===== src/akf_pkg.sv =====
// ----------------------------------------------------------------------------
// Angle/gyro Kalman filter package
// Shared types, register codes, sequencer step codes and saturation helper.
// ----------------------------------------------------------------------------
package akf_pkg;

	localparam int unsigned FRAC_BITS = 24;

	localparam logic [30:0] TIME_STEP_RST   = 31'd83886;
	localparam logic [30:0] ANGLE_NOISE_RST = 31'd33554;
	localparam logic [30:0] BIAS_NOISE_RST  = 31'd33554;
	localparam logic [30:0] MEAS_NOISE_RST  = 31'd503316;

	localparam logic signed [31:0] Q_MAX = 32'sh7FFF_FFFF;
	localparam logic signed [31:0] Q_MIN = 32'sh8000_0000;

	// Register indexes on the configuration port.
	typedef enum logic [1:0] {
		REG_TIME_STEP   = 2'd0,
		REG_ANGLE_NOISE = 2'd1,
		REG_BIAS_NOISE  = 2'd2,
		REG_MEAS_NOISE  = 2'd3
	} reg_idx_t;

	// Destination of a multiply-accumulate result.
	typedef enum logic [2:0] {
		DST_RATE,
		DST_ANGLE,
		DST_BIAS,
		DST_P00,
		DST_P01,
		DST_P10,
		DST_P11
	} dest_t;

	typedef enum logic [2:0] {
		ST_IDLE,
		ST_PRED,
		ST_SETUP,
		ST_DIV,
		ST_UPD,
		ST_DRAIN,
		ST_OUT
	} state_t;

	// Prediction steps, in issue order.
	localparam logic [2:0] PR_RATE  = 3'd0;
	localparam logic [2:0] PR_P00   = 3'd1;
	localparam logic [2:0] PR_ANGLE = 3'd2;
	localparam logic [2:0] PR_P01   = 3'd3;
	localparam logic [2:0] PR_P10   = 3'd4;
	localparam logic [2:0] PR_P11   = 3'd5;

	// Update steps, in issue order.
	localparam logic [2:0] UP_P10   = 3'd0;
	localparam logic [2:0] UP_P00   = 3'd1;
	localparam logic [2:0] UP_P11   = 3'd2;
	localparam logic [2:0] UP_P01   = 3'd3;
	localparam logic [2:0] UP_ANGLE = 3'd4;
	localparam logic [2:0] UP_BIAS  = 3'd5;

	localparam logic [2:0] STEP_LAST = 3'd5;

	// One operation for the shared unit: dest = sat(c +/- rnd(a * b >> 24)).
	typedef struct packed {
		logic signed [33:0] a;
		logic signed [31:0] b;
		logic signed [33:0] c;
		logic               sub;
		dest_t              dest;
	} mac_op_t;

	typedef struct packed {
		logic               vld;
		dest_t              dest;
		logic signed [31:0] value;
	} mac_wb_t;

	function automatic logic signed [31:0] sat32(input logic signed [41:0] v);
		logic signed [31:0] r;
		if (v[41:31] == '0 || v[41:31] == '1) begin
			r = v[31:0];
		end else if (v[41]) begin
			r = Q_MIN;
		end else begin
			r = Q_MAX;
		end
		return r;
	endfunction

endpackage


===== src/akf_in_if.sv =====
// ----------------------------------------------------------------------------
// Sample channel
// Carries one measured angle and one raw gyro rate per word.
// ----------------------------------------------------------------------------
interface akf_in_if;
	logic               valid;
	logic               ready;
	logic signed [31:0] measured_angle;
	logic signed [15:0] gyro_rate;

	modport source (output valid, output measured_angle, output gyro_rate, input ready);
	modport sink (input valid, input measured_angle, input gyro_rate, output ready);
endinterface


===== src/akf_out_if.sv =====
// ----------------------------------------------------------------------------
// Result channel
// Carries the filtered angle and the bias estimate per word.
// ----------------------------------------------------------------------------
interface akf_out_if;
	logic               valid;
	logic               ready;
	logic signed [31:0] filtered_angle;
	logic signed [31:0] estimated_bias;

	modport source (output valid, output filtered_angle, output estimated_bias, input ready);
	modport sink (input valid, input filtered_angle, input estimated_bias, output ready);
endinterface


===== src/akf_mac.sv =====
// ----------------------------------------------------------------------------
// Shared multiply-accumulate unit
// Registers the product magnitude, then rounds, adds and saturates.
// ----------------------------------------------------------------------------
module akf_mac (
	input  logic            clk,
	input  logic            arst_n,
	input  logic            issue,
	input  akf_pkg::mac_op_t op,
	output akf_pkg::mac_wb_t wb
);
	import akf_pkg::*;

	logic [32:0]        a_mag;
	logic [31:0]        b_mag;
	logic [64:0]        prod_full;
	logic [63:0]        prod_s1;
	logic               neg_s1;
	logic signed [33:0] c_s1;
	dest_t              dest_s1;
	logic               vld_s1;
	logic [63:0]        rnd_full;
	logic signed [41:0] c_ext;
	logic signed [41:0] r_ext;
	logic signed [41:0] sum;

	assign a_mag     = op.a[33] ? 33'(-op.a) : 33'(op.a);
	assign b_mag     = op.b[31] ? 32'(-op.b) : 32'(op.b);
	assign prod_full = 65'(a_mag) * 65'(b_mag);

	always_ff @(posedge clk or negedge arst_n) begin
		if (!arst_n) begin
			vld_s1 <= 1'b0;
		end else begin
			vld_s1 <= issue;
		end
	end

	always_ff @(posedge clk) begin
		if (issue) begin
			prod_s1 <= prod_full[63:0];
			neg_s1  <= op.a[33] ^ op.b[31] ^ op.sub;
			c_s1    <= op.c;
			dest_s1 <= op.dest;
		end
	end

	// Round to nearest with ties away from zero on the magnitude.
	assign rnd_full = prod_s1 + (64'd1 << (FRAC_BITS - 1));
	assign c_ext    = 42'(c_s1);
	assign r_ext    = $signed({2'b00, rnd_full[63:FRAC_BITS]});
	assign sum      = neg_s1 ? c_ext - r_ext : c_ext + r_ext;

	assign wb.vld   = vld_s1;
	assign wb.dest  = dest_s1;
	assign wb.value = sat32(sum);

endmodule


===== src/akf_div.sv =====
// ----------------------------------------------------------------------------
// Gain divider
// Two restoring lanes share one divisor and give both gains, one bit a cycle.
// ----------------------------------------------------------------------------
module akf_div (
	input  logic               clk,
	input  logic               arst_n,
	input  logic               start,
	input  logic signed [31:0] num0,
	input  logic signed [31:0] num1,
	input  logic [31:0]        den,
	output logic               done,
	output logic signed [31:0] k0,
	output logic signed [31:0] k1
);
	import akf_pkg::*;

	logic signed [31:0] num [2];
	logic [31:0]        mag [2];
	logic [55:0]        dvd [2];
	logic               ovf [2];
	logic [32:0]        trial [2];
	logic               fits [2];
	logic [32:0]        diff [2];
	logic signed [31:0] kq [2];

	logic [31:0] rem_q [2];
	logic [31:0] low_q [2];
	logic [31:0] quo_q [2];
	logic        neg_q [2];
	logic        ovf_q [2];
	logic [31:0] den_q;
	logic [5:0]  cnt_q;
	logic        busy_q;
	logic        done_q;

	assign num[0] = num0;
	assign num[1] = num1;

	always_comb begin
		for (int i = 0; i < 2; i++) begin
			mag[i]   = num[i][31] ? 32'(-num[i]) : 32'(num[i]);
			// Half the divisor is added up front for round-to-nearest.
			dvd[i]   = {mag[i], 24'd0} + {25'd0, den[31:1]};
			ovf[i]   = {8'd0, dvd[i][55:32]} >= den;
			trial[i] = {rem_q[i], low_q[i][31]};
			fits[i]  = trial[i] >= {1'b0, den_q};
			diff[i]  = trial[i] - {1'b0, den_q};
			if (ovf_q[i]) begin
				kq[i] = neg_q[i] ? Q_MIN : Q_MAX;
			end else if (neg_q[i]) begin
				kq[i] = quo_q[i][31] ? Q_MIN : -$signed(quo_q[i]);
			end else begin
				kq[i] = quo_q[i][31] ? Q_MAX : $signed(quo_q[i]);
			end
		end
	end

	always_ff @(posedge clk or negedge arst_n) begin
		if (!arst_n) begin
			busy_q <= 1'b0;
			done_q <= 1'b0;
			cnt_q  <= '0;
		end else begin
			done_q <= busy_q && cnt_q == 6'd1;
			if (start) begin
				busy_q <= 1'b1;
				cnt_q  <= 6'd32;
			end else if (busy_q) begin
				busy_q <= cnt_q != 6'd1;
				cnt_q  <= cnt_q - 6'd1;
			end
		end
	end

	always_ff @(posedge clk) begin
		if (start) begin
			den_q <= den;
			for (int i = 0; i < 2; i++) begin
				rem_q[i] <= ovf[i] ? 32'd0 : {8'd0, dvd[i][55:32]};
				low_q[i] <= dvd[i][31:0];
				quo_q[i] <= '0;
				neg_q[i] <= num[i][31];
				ovf_q[i] <= ovf[i];
			end
		end else if (busy_q) begin
			for (int i = 0; i < 2; i++) begin
				rem_q[i] <= fits[i] ? diff[i][31:0] : trial[i][31:0];
				low_q[i] <= {low_q[i][30:0], 1'b0};
				quo_q[i] <= {quo_q[i][30:0], fits[i]};
			end
		end
	end

	assign done = done_q;
	assign k0   = kq[0];
	assign k1   = kq[1];

endmodule


===== src/angle_gyro_kalman_filter.sv =====
// ----------------------------------------------------------------------------
// Angle/gyro Kalman filter
// Two-state fixed-point Kalman filter fusing a measured angle with a gyro rate.
// ----------------------------------------------------------------------------
//  Channel  Dir  Word contents                         Handshake
//  sample   in   measured_angle Q16.16, gyro_rate      valid/ready
//  result   out  filtered_angle, estimated_bias Q16.16 valid/ready
//  apb      in   time_step, noise registers (Q8.24)    psel/penable, pready=1
//
//  A word is taken only in the idle state and runs through six prediction
//  operations, a setup step, a two-lane gain division, six update operations,
//  a drain step and the result state. All multiplies go through the one
//  shared multiply-accumulate unit. Reset clears the estimates, the covariance
//  and the registers to their defaults. A stalled result keeps new words out.
// ----------------------------------------------------------------------------
module angle_gyro_kalman_filter (
	input  logic          clk,
	input  logic          arst_n,
	akf_in_if.sink        sample,
	akf_out_if.source     result,
	input  logic          psel,
	input  logic          penable,
	input  logic          pwrite,
	input  logic [3:0]    paddr,
	input  logic [31:0]   pwdata,
	output logic [31:0]   prdata,
	output logic          pready
);
	import akf_pkg::*;

	logic [30:0] time_step_q;
	logic [30:0] angle_noise_q;
	logic [30:0] bias_noise_q;
	logic [30:0] meas_noise_q;

	logic signed [31:0] angle_q;
	logic signed [31:0] bias_q;
	logic signed [31:0] p00_q;
	logic signed [31:0] p01_q;
	logic signed [31:0] p10_q;
	logic signed [31:0] p11_q;
	logic signed [31:0] rate_q;
	logic signed [31:0] meas_q;
	logic signed [15:0] gyro_q;
	logic signed [32:0] e_q;
	logic               gain_en_q;

	state_t     state_q;
	state_t     state_d;
	logic [2:0] step_q;

	logic               mac_issue;
	mac_op_t            mac_op;
	mac_wb_t            wb;
	logic               div_start;
	logic               div_done;
	logic signed [31:0] div_k0;
	logic signed [31:0] div_k1;
	logic signed [31:0] k0;
	logic signed [31:0] k1;
	logic signed [31:0] dt;
	logic signed [32:0] innov_var;
	logic               apb_wr;

	assign dt        = $signed({1'b0, time_step_q});
	assign innov_var = 33'(p00_q) + 33'($signed({1'b0, meas_noise_q}));
	assign k0        = gain_en_q ? div_k0 : '0;
	assign k1        = gain_en_q ? div_k1 : '0;

	// Configuration port.
	assign pready = 1'b1;
	assign apb_wr = psel && penable && pwrite;

	always_ff @(posedge clk or negedge arst_n) begin
		if (!arst_n) begin
			time_step_q   <= TIME_STEP_RST;
			angle_noise_q <= ANGLE_NOISE_RST;
			bias_noise_q  <= BIAS_NOISE_RST;
			meas_noise_q  <= MEAS_NOISE_RST;
		end else if (apb_wr) begin
			case (reg_idx_t'(paddr[3:2]))
				REG_TIME_STEP: begin
					time_step_q <= pwdata[30:0];
				end
				REG_ANGLE_NOISE: begin
					angle_noise_q <= pwdata[30:0];
				end
				REG_BIAS_NOISE: begin
					bias_noise_q <= pwdata[30:0];
				end
				REG_MEAS_NOISE: begin
					meas_noise_q <= pwdata[30:0];
				end
				default: begin
				end
			endcase
		end
	end

	always_comb begin
		case (reg_idx_t'(paddr[3:2]))
			REG_TIME_STEP:   prdata = {1'b0, time_step_q};
			REG_ANGLE_NOISE: prdata = {1'b0, angle_noise_q};
			REG_BIAS_NOISE:  prdata = {1'b0, bias_noise_q};
			REG_MEAS_NOISE:  prdata = {1'b0, meas_noise_q};
			default:         prdata = '0;
		endcase
	end

	// Sequencer.
	always_ff @(posedge clk or negedge arst_n) begin
		if (!arst_n) begin
			state_q <= ST_IDLE;
			step_q  <= '0;
		end else begin
			state_q <= state_d;
			if (state_q == ST_PRED || state_q == ST_UPD) begin
				step_q <= (step_q == STEP_LAST) ? 3'd0 : step_q + 3'd1;
			end
		end
	end

	always_comb begin
		state_d = state_q;
		case (state_q)
			ST_IDLE: begin
				if (sample.valid) state_d = ST_PRED;
			end
			ST_PRED: begin
				if (step_q == STEP_LAST) state_d = ST_SETUP;
			end
			ST_SETUP: begin
				state_d = ST_DIV;
			end
			ST_DIV: begin
				if (div_done) state_d = ST_UPD;
			end
			ST_UPD: begin
				if (step_q == STEP_LAST) state_d = ST_DRAIN;
			end
			ST_DRAIN: begin
				state_d = ST_OUT;
			end
			ST_OUT: begin
				if (result.ready) state_d = ST_IDLE;
			end
			default: begin
				state_d = ST_IDLE;
			end
		endcase
	end

	// Operation issue. The order keeps every operand read before the unit
	// writes its replacement, since each result passes the unit's register first.
	always_comb begin
		mac_op    = '0;
		mac_issue = 1'b0;
		div_start = 1'b0;
		case (state_q)
			ST_PRED: begin
				mac_issue = 1'b1;
				case (step_q)
					PR_RATE: begin
						mac_op.c    = 34'($signed({gyro_q, 16'd0})) - 34'(bias_q);
						mac_op.dest = DST_RATE;
					end
					PR_P00: begin
						mac_op.a    = 34'(p01_q) + 34'(p10_q);
						mac_op.b    = dt;
						mac_op.c    = 34'(p00_q) + 34'($signed({1'b0, angle_noise_q}));
						mac_op.sub  = 1'b1;
						mac_op.dest = DST_P00;
					end
					PR_ANGLE: begin
						mac_op.a    = 34'(rate_q);
						mac_op.b    = dt;
						mac_op.c    = 34'(angle_q);
						mac_op.dest = DST_ANGLE;
					end
					PR_P01: begin
						mac_op.a    = 34'(p11_q);
						mac_op.b    = dt;
						mac_op.c    = 34'(p01_q);
						mac_op.sub  = 1'b1;
						mac_op.dest = DST_P01;
					end
					PR_P10: begin
						mac_op.a    = 34'(p11_q);
						mac_op.b    = dt;
						mac_op.c    = 34'(p10_q);
						mac_op.sub  = 1'b1;
						mac_op.dest = DST_P10;
					end
					PR_P11: begin
						mac_op.c    = 34'(p11_q) + 34'($signed({1'b0, bias_noise_q}));
						mac_op.dest = DST_P11;
					end
					default: begin
						mac_issue = 1'b0;
					end
				endcase
			end
			ST_SETUP: begin
				div_start = 1'b1;
			end
			ST_UPD: begin
				mac_issue  = 1'b1;
				mac_op.sub = 1'b1;
				case (step_q)
					UP_P10: begin
						mac_op.a    = 34'(p00_q);
						mac_op.b    = k1;
						mac_op.c    = 34'(p10_q);
						mac_op.dest = DST_P10;
					end
					UP_P00: begin
						mac_op.a    = 34'(p00_q);
						mac_op.b    = k0;
						mac_op.c    = 34'(p00_q);
						mac_op.dest = DST_P00;
					end
					UP_P11: begin
						mac_op.a    = 34'(p01_q);
						mac_op.b    = k1;
						mac_op.c    = 34'(p11_q);
						mac_op.dest = DST_P11;
					end
					UP_P01: begin
						mac_op.a    = 34'(p01_q);
						mac_op.b    = k0;
						mac_op.c    = 34'(p01_q);
						mac_op.dest = DST_P01;
					end
					UP_ANGLE: begin
						mac_op.a    = 34'(e_q);
						mac_op.b    = k0;
						mac_op.c    = 34'(angle_q);
						mac_op.sub  = 1'b0;
						mac_op.dest = DST_ANGLE;
					end
					UP_BIAS: begin
						mac_op.a    = 34'(e_q);
						mac_op.b    = k1;
						mac_op.c    = 34'(bias_q);
						mac_op.sub  = 1'b0;
						mac_op.dest = DST_BIAS;
					end
					default: begin
						mac_issue = 1'b0;
					end
				endcase
			end
			default: begin
			end
		endcase
	end

	akf_mac u_mac (
		.clk    (clk),
		.arst_n (arst_n),
		.issue  (mac_issue),
		.op     (mac_op),
		.wb     (wb)
	);

	akf_div u_div (
		.clk    (clk),
		.arst_n (arst_n),
		.start  (div_start),
		.num0   (p00_q),
		.num1   (p10_q),
		.den    (innov_var[31:0]),
		.done   (div_done),
		.k0     (div_k0),
		.k1     (div_k1)
	);

	// Filter state and result write-back.
	always_ff @(posedge clk or negedge arst_n) begin
		if (!arst_n) begin
			angle_q <= '0;
			bias_q  <= '0;
			p00_q   <= '0;
			p01_q   <= '0;
			p10_q   <= '0;
			p11_q   <= '0;
		end else if (wb.vld) begin
			case (wb.dest)
				DST_ANGLE: angle_q <= wb.value;
				DST_BIAS:  bias_q  <= wb.value;
				DST_P00:   p00_q   <= wb.value;
				DST_P01:   p01_q   <= wb.value;
				DST_P10:   p10_q   <= wb.value;
				DST_P11:   p11_q   <= wb.value;
				default: begin
				end
			endcase
		end
	end

	always_ff @(posedge clk) begin
		if (wb.vld && wb.dest == DST_RATE) begin
			rate_q <= wb.value;
		end
		if (sample.valid && sample.ready) begin
			meas_q <= sample.measured_angle;
			gyro_q <= sample.gyro_rate;
		end
		// The innovation is taken once, against the predicted angle.
		if (state_q == ST_SETUP) begin
			e_q       <= 33'(meas_q) - 33'(angle_q);
			gain_en_q <= !innov_var[32] && innov_var != '0;
		end
	end

	assign sample.ready          = state_q == ST_IDLE;
	assign result.valid          = state_q == ST_OUT;
	assign result.filtered_angle = angle_q;
	assign result.estimated_bias = bias_q;

	a_no_accept_while_result: assert property (@(posedge clk) disable iff (!arst_n)
		result.valid |-> !sample.ready)
		else $error("sample accepted while a result word is pending");

	a_wb_in_sequence: assert property (@(posedge clk) disable iff (!arst_n)
		wb.vld |-> (state_q == ST_PRED || state_q == ST_SETUP ||
			state_q == ST_UPD || state_q == ST_DRAIN))
		else $error("multiply-accumulate write-back outside the sequence");

	a_div_done_in_div: assert property (@(posedge clk) disable iff (!arst_n)
		div_done |-> state_q == ST_DIV)
		else $error("divider finished outside the division state");

	a_result_after_drain: assert property (@(posedge clk) disable iff (!arst_n)
		$rose(result.valid) |-> $past(state_q) == ST_DRAIN)
		else $error("result word raised before the update completed");

endmodule


===== src/flat_wrapper.sv =====
// flat-port wrapper written by rule: the top's interface ports become plain ports
module angle_gyro_kalman_filter_flat import akf_pkg::*;
  (clk, arst_n, psel, penable, pwrite, paddr, pwdata, prdata, pready, sample_valid, sample_measured_angle, sample_gyro_rate, sample_ready, result_valid, result_filtered_angle, result_estimated_bias, result_ready);
  akf_in_if sample_i ();
  akf_out_if result_i ();
  input  logic clk;
  input  logic arst_n;
  input  logic psel;
  input  logic penable;
  input  logic pwrite;
  input  logic [3:0] paddr;
  input  logic [31:0] pwdata;
  output logic [31:0] prdata;
  output logic pready;
  input wire logic [$bits(sample_i.valid)-1:0] sample_valid;
  input wire logic [$bits(sample_i.measured_angle)-1:0] sample_measured_angle;
  input wire logic [$bits(sample_i.gyro_rate)-1:0] sample_gyro_rate;
  output wire logic [$bits(sample_i.ready)-1:0] sample_ready;
  output wire logic [$bits(result_i.valid)-1:0] result_valid;
  output wire logic [$bits(result_i.filtered_angle)-1:0] result_filtered_angle;
  output wire logic [$bits(result_i.estimated_bias)-1:0] result_estimated_bias;
  input wire logic [$bits(result_i.ready)-1:0] result_ready;
  assign sample_i.valid = sample_valid;
  assign sample_i.measured_angle = sample_measured_angle;
  assign sample_i.gyro_rate = sample_gyro_rate;
  assign sample_ready = sample_i.ready;
  assign result_valid = result_i.valid;
  assign result_filtered_angle = result_i.filtered_angle;
  assign result_estimated_bias = result_i.estimated_bias;
  assign result_i.ready = result_ready;
  angle_gyro_kalman_filter u_core (.clk(clk), .arst_n(arst_n), .sample(sample_i), .result(result_i), .psel(psel), .penable(penable), .pwrite(pwrite), .paddr(paddr), .pwdata(pwdata), .prdata(prdata), .pready(pready));
endmodule

===== config.mk =====
export PLATFORM = sky130hd
export DESIGN_NAME = angle_gyro_kalman_filter_flat
export DESIGN_NICKNAME = d
export VERILOG_FILES = /design/src/akf_pkg.sv /design/src/akf_in_if.sv /design/src/akf_out_if.sv /design/src/akf_mac.sv /design/src/akf_div.sv /design/src/angle_gyro_kalman_filter.sv /design/src/flat_wrapper.sv
export SDC_FILE = /design/constraint.sdc
export NUM_CORES = 2
export LEC_CHECK = 0
export ABC_AREA = 0
export BUFFER_PORTS_ARGS = -buffer_cell sky130_fd_sc_hd__buf_2
export CAP_MARGIN = 20
export CELL_PAD_IN_SITES_DETAIL_PLACEMENT = 0
export CELL_PAD_IN_SITES_GLOBAL_PLACEMENT = 1
export CORE_ASPECT_RATIO = 1.2
export CORE_UTILIZATION = 46
export CTS_CLUSTER_DIAMETER = 200
export DETAILED_ROUTE_END_ITERATION = 12
export MAX_ROUTING_LAYER = met4
export PLACE_DENSITY_LB_ADDON = 0.1
export SLEW_MARGIN = 20
export SYNTH_ARGS = -nofsm -noshare
export SYNTH_HDL_FRONTEND = slang
export SYNTH_SLANG_ARGS = --single-unit
export TNS_END_PERCENT = 50

===== constraint.sdc =====
create_clock -name clk -period 24.6 [get_ports clk]
set_input_delay 4.92 -clock clk [delete_from_list [all_inputs] [get_ports clk]]
set_output_delay 4.92 -clock clk [all_outputs]
set_load 0.1 [all_outputs]

---- After elaboration in Yosys (flattened, before gate mapping) ----
Memory sizes are Yosys's and may differ from the RTL's.
Cells that the tools add are included.
cells by class
  add/subtract/negate cells ............... 21
  multiply operators ...................... 1
  div/mod/pow operators ................... 0
  order comparisons ....................... 4
  eq/ne operators ......................... 28
  shift operators ......................... 0
  multiplexer cells ....................... 57
  bitwise logic cells ..................... 8
  reductions and logical operators ........ 32
operators with widths
  cell                      count
  $mux W32                  25
  $pmux W100 S6             1
  $pmux W104 S2             1
  $pmux W34 S6              1
  $pmux W66 S3              1
  $neg A32 Y32              5
  $add A32 B32 Y33          4
  $pmux W32 S4              1
  $add A56 B31 Y56          2
  $ge A33 B32 Y1            2
  $sub A32 B32 Y33          2
  $add A64 B24 Y64 const B  1
  $ge A24 B32 Y1            2
  $mul A33 B32 Y64          1
  $sub A32 B32 Y32          2
  $mux W24                  2
  $add A34 B41 Y42          1
  $mux W42                  1
  $sub A34 B41 Y42          1
  $mux W33                  1
  $neg A33 Y33              1
  $reduce_bool A33 Y1       1
  $eq A3 B3 Y1 const B      8
  $pmux W3 S7               1
  other kinds (30)          83
word-level totals
  flip-flop bits (word level) ............. 579
  bits in latches ......................... 0
  bits in writable memories ............... 196
  ROM bits ................................ 0
  input port bits ......................... 91
  output and inout bits ................... 99
  word-level logic and storage cells ...... 182
  memories kept ........................... 5
memory list
  memory              depth  bits a word  rd ports  clocked after Yosys merged registers in  write ports  line           source
  u_core.u_div.low_q  2      32           2         0                                        2            akf_div.sv:28  logic [31:0] low_q [2];
  u_core.u_div.quo_q  2      32           2         0                                        2            akf_div.sv:29  logic [31:0] quo_q [2];
  u_core.u_div.rem_q  2      32           2         0                                        2            akf_div.sv:27  logic [31:0] rem_q [2];
  u_core.u_div.neg_q  2      1            2         0                                        2            akf_div.sv:30  logic neg_q [2];
  u_core.u_div.ovf_q  2      1            2         0                                        2            akf_div.sv:31  logic ovf_q [2];

---- Longest topological paths before layout ----
An unclocked memory read counts as a cell.
  word-level depth ........................ 11
  mapped depth ............................ 51

---- Hierarchy ----
Synthesis repeated with hierarchy kept, for this count alone.
unflattened totals
  cell total of the unflattened synthesis .. 9731
  area total of the unflattened synthesis .. 89190.5 um^2
by module, submodules not included
  module                    instances  cells each  area each (um^2)
  akf_mac                   1          4696        41265.8
  angle_gyro_kalman_filter  1          2976        29771.1
  akf_div                   1          2059        18153.7

---- Worst setup path before layout ----
Ideal clock, no wire load.
  path kind ............................... flip-flop to flip-flop
  start point ............................. reg u_core.step_q[1]
  end point ............................... reg u_core.u_mac.prod_s1[58], data pin
  library setup time ...................... 258 ps
  arrival time ............................ 12059 ps
  data required time ...................... 24342 ps
  path slack .............................. 12283 ps
  stages on the path, launching flop included .. 46
  period minus slack after synthesis ...... 12317 ps
  cell sequence ........................... dfrtp_1 -> buf_2 -> buf_1 -> clkbuf_1 -> clkbuf_1 -> clkbuf_1 -> clkbuf_1 -> and2_1 -> ha_1 -> or2_1 -> clkbuf_1 -> a21oi_1 -> o22ai_1 -> or3b_4 -> or4_4 -> nor4_4 -> nand3_1 -> or3_4 -> (+10 left out) -> inv_1 -> fa_1 -> fa_1 -> fa_1 -> fa_1 -> ha_1 -> clkbuf_1 -> and2_1 -> nand3_1 -> or4_1 -> or4b_1 -> and4bb_1 -> o21ai_2 -> o21ai_2 -> a21oi_1 -> o21bai_2 -> a21oi_1 -> xnor2_1
on the way
  word-level cells in the longest chain between the ends .. 7
ends and longest elaborated chain
  element                                              line                                                              source
  start, declared                                      angle_gyro_kalman_filter.sv:50                                    logic [2:0] step_q;
  start signal, assigned                               angle_gyro_kalman_filter.sv:118                                   step_q <= (step_q == STEP_LAST) ? 3'd0 : step_q + 3'd1;
  $eq A3 B2 Y1 / $eq A3 B3 Y1 (equally long branches)  angle_gyro_kalman_filter.sv:162, angle_gyro_kalman_filter.sv:209
  $reduce_or A2 Y1 (no line)                           --
  $pmux W66 S3                                         angle_gyro_kalman_filter.sv:162                                   case (step_q)
  $pmux W104 S2 *                                      angle_gyro_kalman_filter.sv:159                                   case (state_q)
  $neg A33 Y33 / $neg A32 Y32 (equally long branches)  akf_mac.sv:27, akf_mac.sv:28
  $mux W33 / $mux W32 (equally long branches)          akf_mac.sv:27, akf_mac.sv:28
  $mul A33 B32 Y64 *                                   akf_mac.sv:29                                                     assign prod_full = 65'(a_mag) * 65'(b_mag);
  named net u_core.u_mac.prod_full[58]                 akf_mac.sv:16                                                     logic [64:0] prod_full;
  end signal, assigned                                 akf_mac.sv:41                                                     prod_s1 <= prod_full[63:0];
  end, declared                                        akf_mac.sv:17                                                     logic [63:0] prod_s1;
Mark *: on every way through the listed nets, which the timed path passes. The rest lies on a longest branch.
A chain may end at the register's enable or synchronous reset.

---- Worst setup path in the final report ----
Same ends and word-level chain as after synthesis.

==> results.yml <==
critical_path:
  r2r-end: "u_core.u_mac.prod_s1[58]"
  crit_top_cell: "fa_1"
  reg2reg_from: "u_core.step_q[1]"
  reg2reg_depth: 38
  cpMaxStageDelayCell: "xor2_4"
  worstPathArrival_ns: 15.64
  crit_required_ns: 25.08
  worst-setup-path-type: "reg -> reg"
  crit_path_start_kind: "flip-flop"
  critPathMaxStageDelay_ns: 0.84
  end_kind: "flip-flop"
  cp_max_fo: 33
  setup.worst_path.start: "u_core.step_q[1]"
  r2r_setup_slack_ns: 9.44
power_and_ir_drop:
  total_power_uw: 9994
  clkPwrFrac_pct: 15.0
  p_leak_uw: 0.04479
  power_frac_comb_pct: 63.2
  swShare_pct: 54.37
  p_int_uw: 4560
  powerDensity_nw_per_um2: 101.2
  p_sw_uw: 5433
  peakVddDrop_mv: 0.09189
  p_seq_share_pct: 21.8
synthesis:
  ys.flop_type: "edfxtp_1"
  synth_cell_types: 112
  synth-edff-count: 396
  netlist_area_um2: 89790
  synth_compound_area_share_pct: 14.71
  synthCells: 10080
  syn_avg_cell_area_um2: 8.907
  synth_fp_nets: 11720
  ys_seq_elements: 727
  synthArstFlopShare_pct: 45.53
  synth-xor-area-share_pct: 5.790
  synth.area.mux_share_pct: 3.914
  synth_top_family_by_area: "adder cells"
  synthSimpleGateAreaFrac_pct: 16.01
  yosys.area_share.adder_pct: 29.35
  seq_area_frac_synth_pct: 22.51
  ys_warn_count: 0
global_routing:
  grt_max_degree: 89
  overflow: 0
  grt_pass1_vias: 79070
  antenna_found_initial: 61
  grt_pass1_wl_mm: 582.7
  grt.total_usage_pct: 43.12
drt:
  wirelength_mm: 411.8
  firstDrtPassIters: 7
  ant_nets: 0
  wl_per_cell_um: 32.03
  vias_per_cell: 6.223
  vias: 80010
  drc: 0
  drt_iter0_markers: 8158
timing:
  clock-skew-final_ns: 0.08801
  slew_viol_final: 0
  max_slew.worst_pin.slew_ns: 1.331
  slew_headroom_pct: 10.35
  period_minus_slack_ns: 15.16
  tns_ns: 0
  finalSetupViolCount: 0
  fin_crit_sh_pct: 61.61
  max_freq_ghz: 0.06598
  rsz0062_at_grt: "no"
  hold_viol_final: 0
layout:
  utilization_pct: 50.96
  drive_above_1_share_pct: 10.30
  fin_nets: 11740
  area_growth_pct: 9.980
clock_network:
  clockRootBuffer: "clkbuf_16"
  cts_tree: "done"
  cts_made_buffers: 88
  clock-sinks: 727
  ctsResizeCount: 0
  clk-insertion-delay-late_ns: 0.81
  cts_setup_buffers: 0
  path_clk_slew_ns: 0.07
  cts_buffer_depth: 3
  hold_buffers: 0
  htreeDepth: 3
die:
  coreArea_um2: 193800
  pin_count: 190
  die_y_um: 486.0
  die-width_um: 405.3
  initial_core_util_pct: 46.34
  dieArea_um2: 197000
  row_count: 177
min_path:
  holdCritStartpoint: "u_core.u_div.low_q[0][34]"
  min_path_type: "reg -> reg"
  min_to: "u_core.u_div.low_q[0][35]"
  holdPathStages: 2
placement:
  dp.final_hpwl_mm: 320.0
  io_buffers: 184
  place_congestion: 1.070
status:
  status: "completed"
flow_run:
  drv_cap: 0
==> power by group through the flow <==
stage               clock network (uW)  logic (uW)  registers (uW)
finish                            1500        6310            2180
global route                      1550        6660            2170
CTS                               1510        6110            2150
detailed placement                   0        6060            2170
global placement                     0        5990            2160
floorplan                            0        3630            2050
==> worst max path at each step <==
stage,end,slack [ns],cells after the start
after global placement,u_core.u_mac.prod_s1[58],9.72,38
after global routing,u_core.u_mac.prod_s1[58],9.19,38
final,u_core.u_mac.prod_s1[58],9.44,38
after CTS,u_core.u_mac.prod_s1[58],9.63,39
after detailed placement,u_core.u_mac.prod_s1[58],9.76,38
after floorplan,u_core.u_mac.prod_s1[58],12.28,45
==> flip-flops by register name (all words and copies together) (netlist names), 6 cells and up <==
signal                        flops
u_core.u_div.quo_q               64
u_core.u_div.rem_q               64
u_core.u_mac.prod_s1             41
u_core.u_div.low_q               40
u_core.e_q                       33
u_core.u_mac.c_s1                33
u_core.meas_q                    32
u_core.p00_q                     32
u_core.p01_q                     32
u_core.p10_q                     32
u_core.p11_q                     32
u_core.rate_q                    32
u_core.result.estimated_bias     32
u_core.result.filtered_angle     32
u_core.u_div.den_q               32
u_core.angle_noise_q             31
u_core.bias_noise_q              31
u_core.meas_noise_q              31
u_core.time_step_q               31
u_core.gyro_q                    16
u_core.u_div.cnt_q                6
==> layer usage <==
layer | vias up | GRT usage (%) | wire (um) | part of all wire, %
li1 | 34320 | - | - | -
met4 | 0 | 31.96 | 37350 | 9.1
met1 | 40520 | 50.48 | 153500 | 37
met2 | 4054 | 63.54 | 181200 | 44
met5 | - | - | 0 | 0
met3 | 1113 | 11.38 | 39750 | 9.7
==> metrics by stage <==
step           instances  setup WS, ns  hold WS [ns]  cell area (um^2)
6_report           12860         9.443        0.5120             98750
5_1_grt            12850         9.191        0.5432             98740
4_1_cts            12770         9.626        0.4952             98390
3_5_place_dp       12600         9.762        0.5073             95100
3_3_place_gp       12600         9.721        0.4911             94980
2_1_floorplan      10080         12.28        0.4231             89790
==> Yosys cell counts, types with 76 or more instances <==
library cell	number	area, um^2
inv_1	1281	4808
nand2_1	1208	4534
fa_1	934	18700
nor2_1	819	3074
ha_1	612	7657
a21oi_1	435	2177
clkbuf_1	431	1618
edfxtp_1	396	11890
o21ai_0	385	1927
xnor2_1	350	3065
dfrtp_1	301	7532
xor2_1	238	2085
a21o_1	177	1329
a211oi_1	165	1239
nand3_1	155	775.7
nor3_1	153	765.7
and2_1	147	919.6
mux2i_1	134	1341
mux2_2	131	1475
and3_1	104	650.6
a221oi_1	93	814.5
a22oi_1	88	660.6
nand4_1	78	488.0
nor4_1	77	481.7
o22ai_1	76	475.5
==> logic make-up (layout without fill, tap and decap cells) <==
logic type	after synthesis	in the layout
AND/OR/NAND/NOR	3119	3119
AO/OA/AOI/OAI	1983	1983
buffers and inverters	1817	1914
adder cells (fa/ha/maj)	1546	1546
flip-flops	727	727
XOR/XNOR	591	591
multiplexers	296	296
other	2	87
==> worst max-delay path, delay by kind of cell (launching register included) <==
kind            cells  cell delay (ns)
simple gates       13             5.32
fa+ha+maj          10             4.89
xor+xnor            2             0.97
compound gates      7             1.73
buf+inv             6             1.55
flops               1             0.34
==> layout make-up <==
class,instances,area [um^2]
tap,2595,3247
antenna,85,212.7
inverter,1286,4828
multi-input combinational,7537,63920
fill,18450,95020
clock buffer,113,2545
clock inverter,53,752.0
sequential,727,20220
timing repair buffer,462,3037
==> cell usage in the layout (no fill, tap or decap), types with 133 or more instances in the layout <==
master    instances
buf_2           185
and2_1          146
edfxtp_1        396
fa_1            934
nand3_1         153
xnor2_1         296
xor2_1          202
mux2i_1         133
o21ai_0         378
a21o_1          177
ha_1            611
a21oi_1         434
nand2_1        1206
inv_1          1280
dfrtp_1         298
a211oi_1        163
buf_4           273
nor3_1          148
nor2_1          809
No activity file was read; power rests on OpenSTA's default activity.
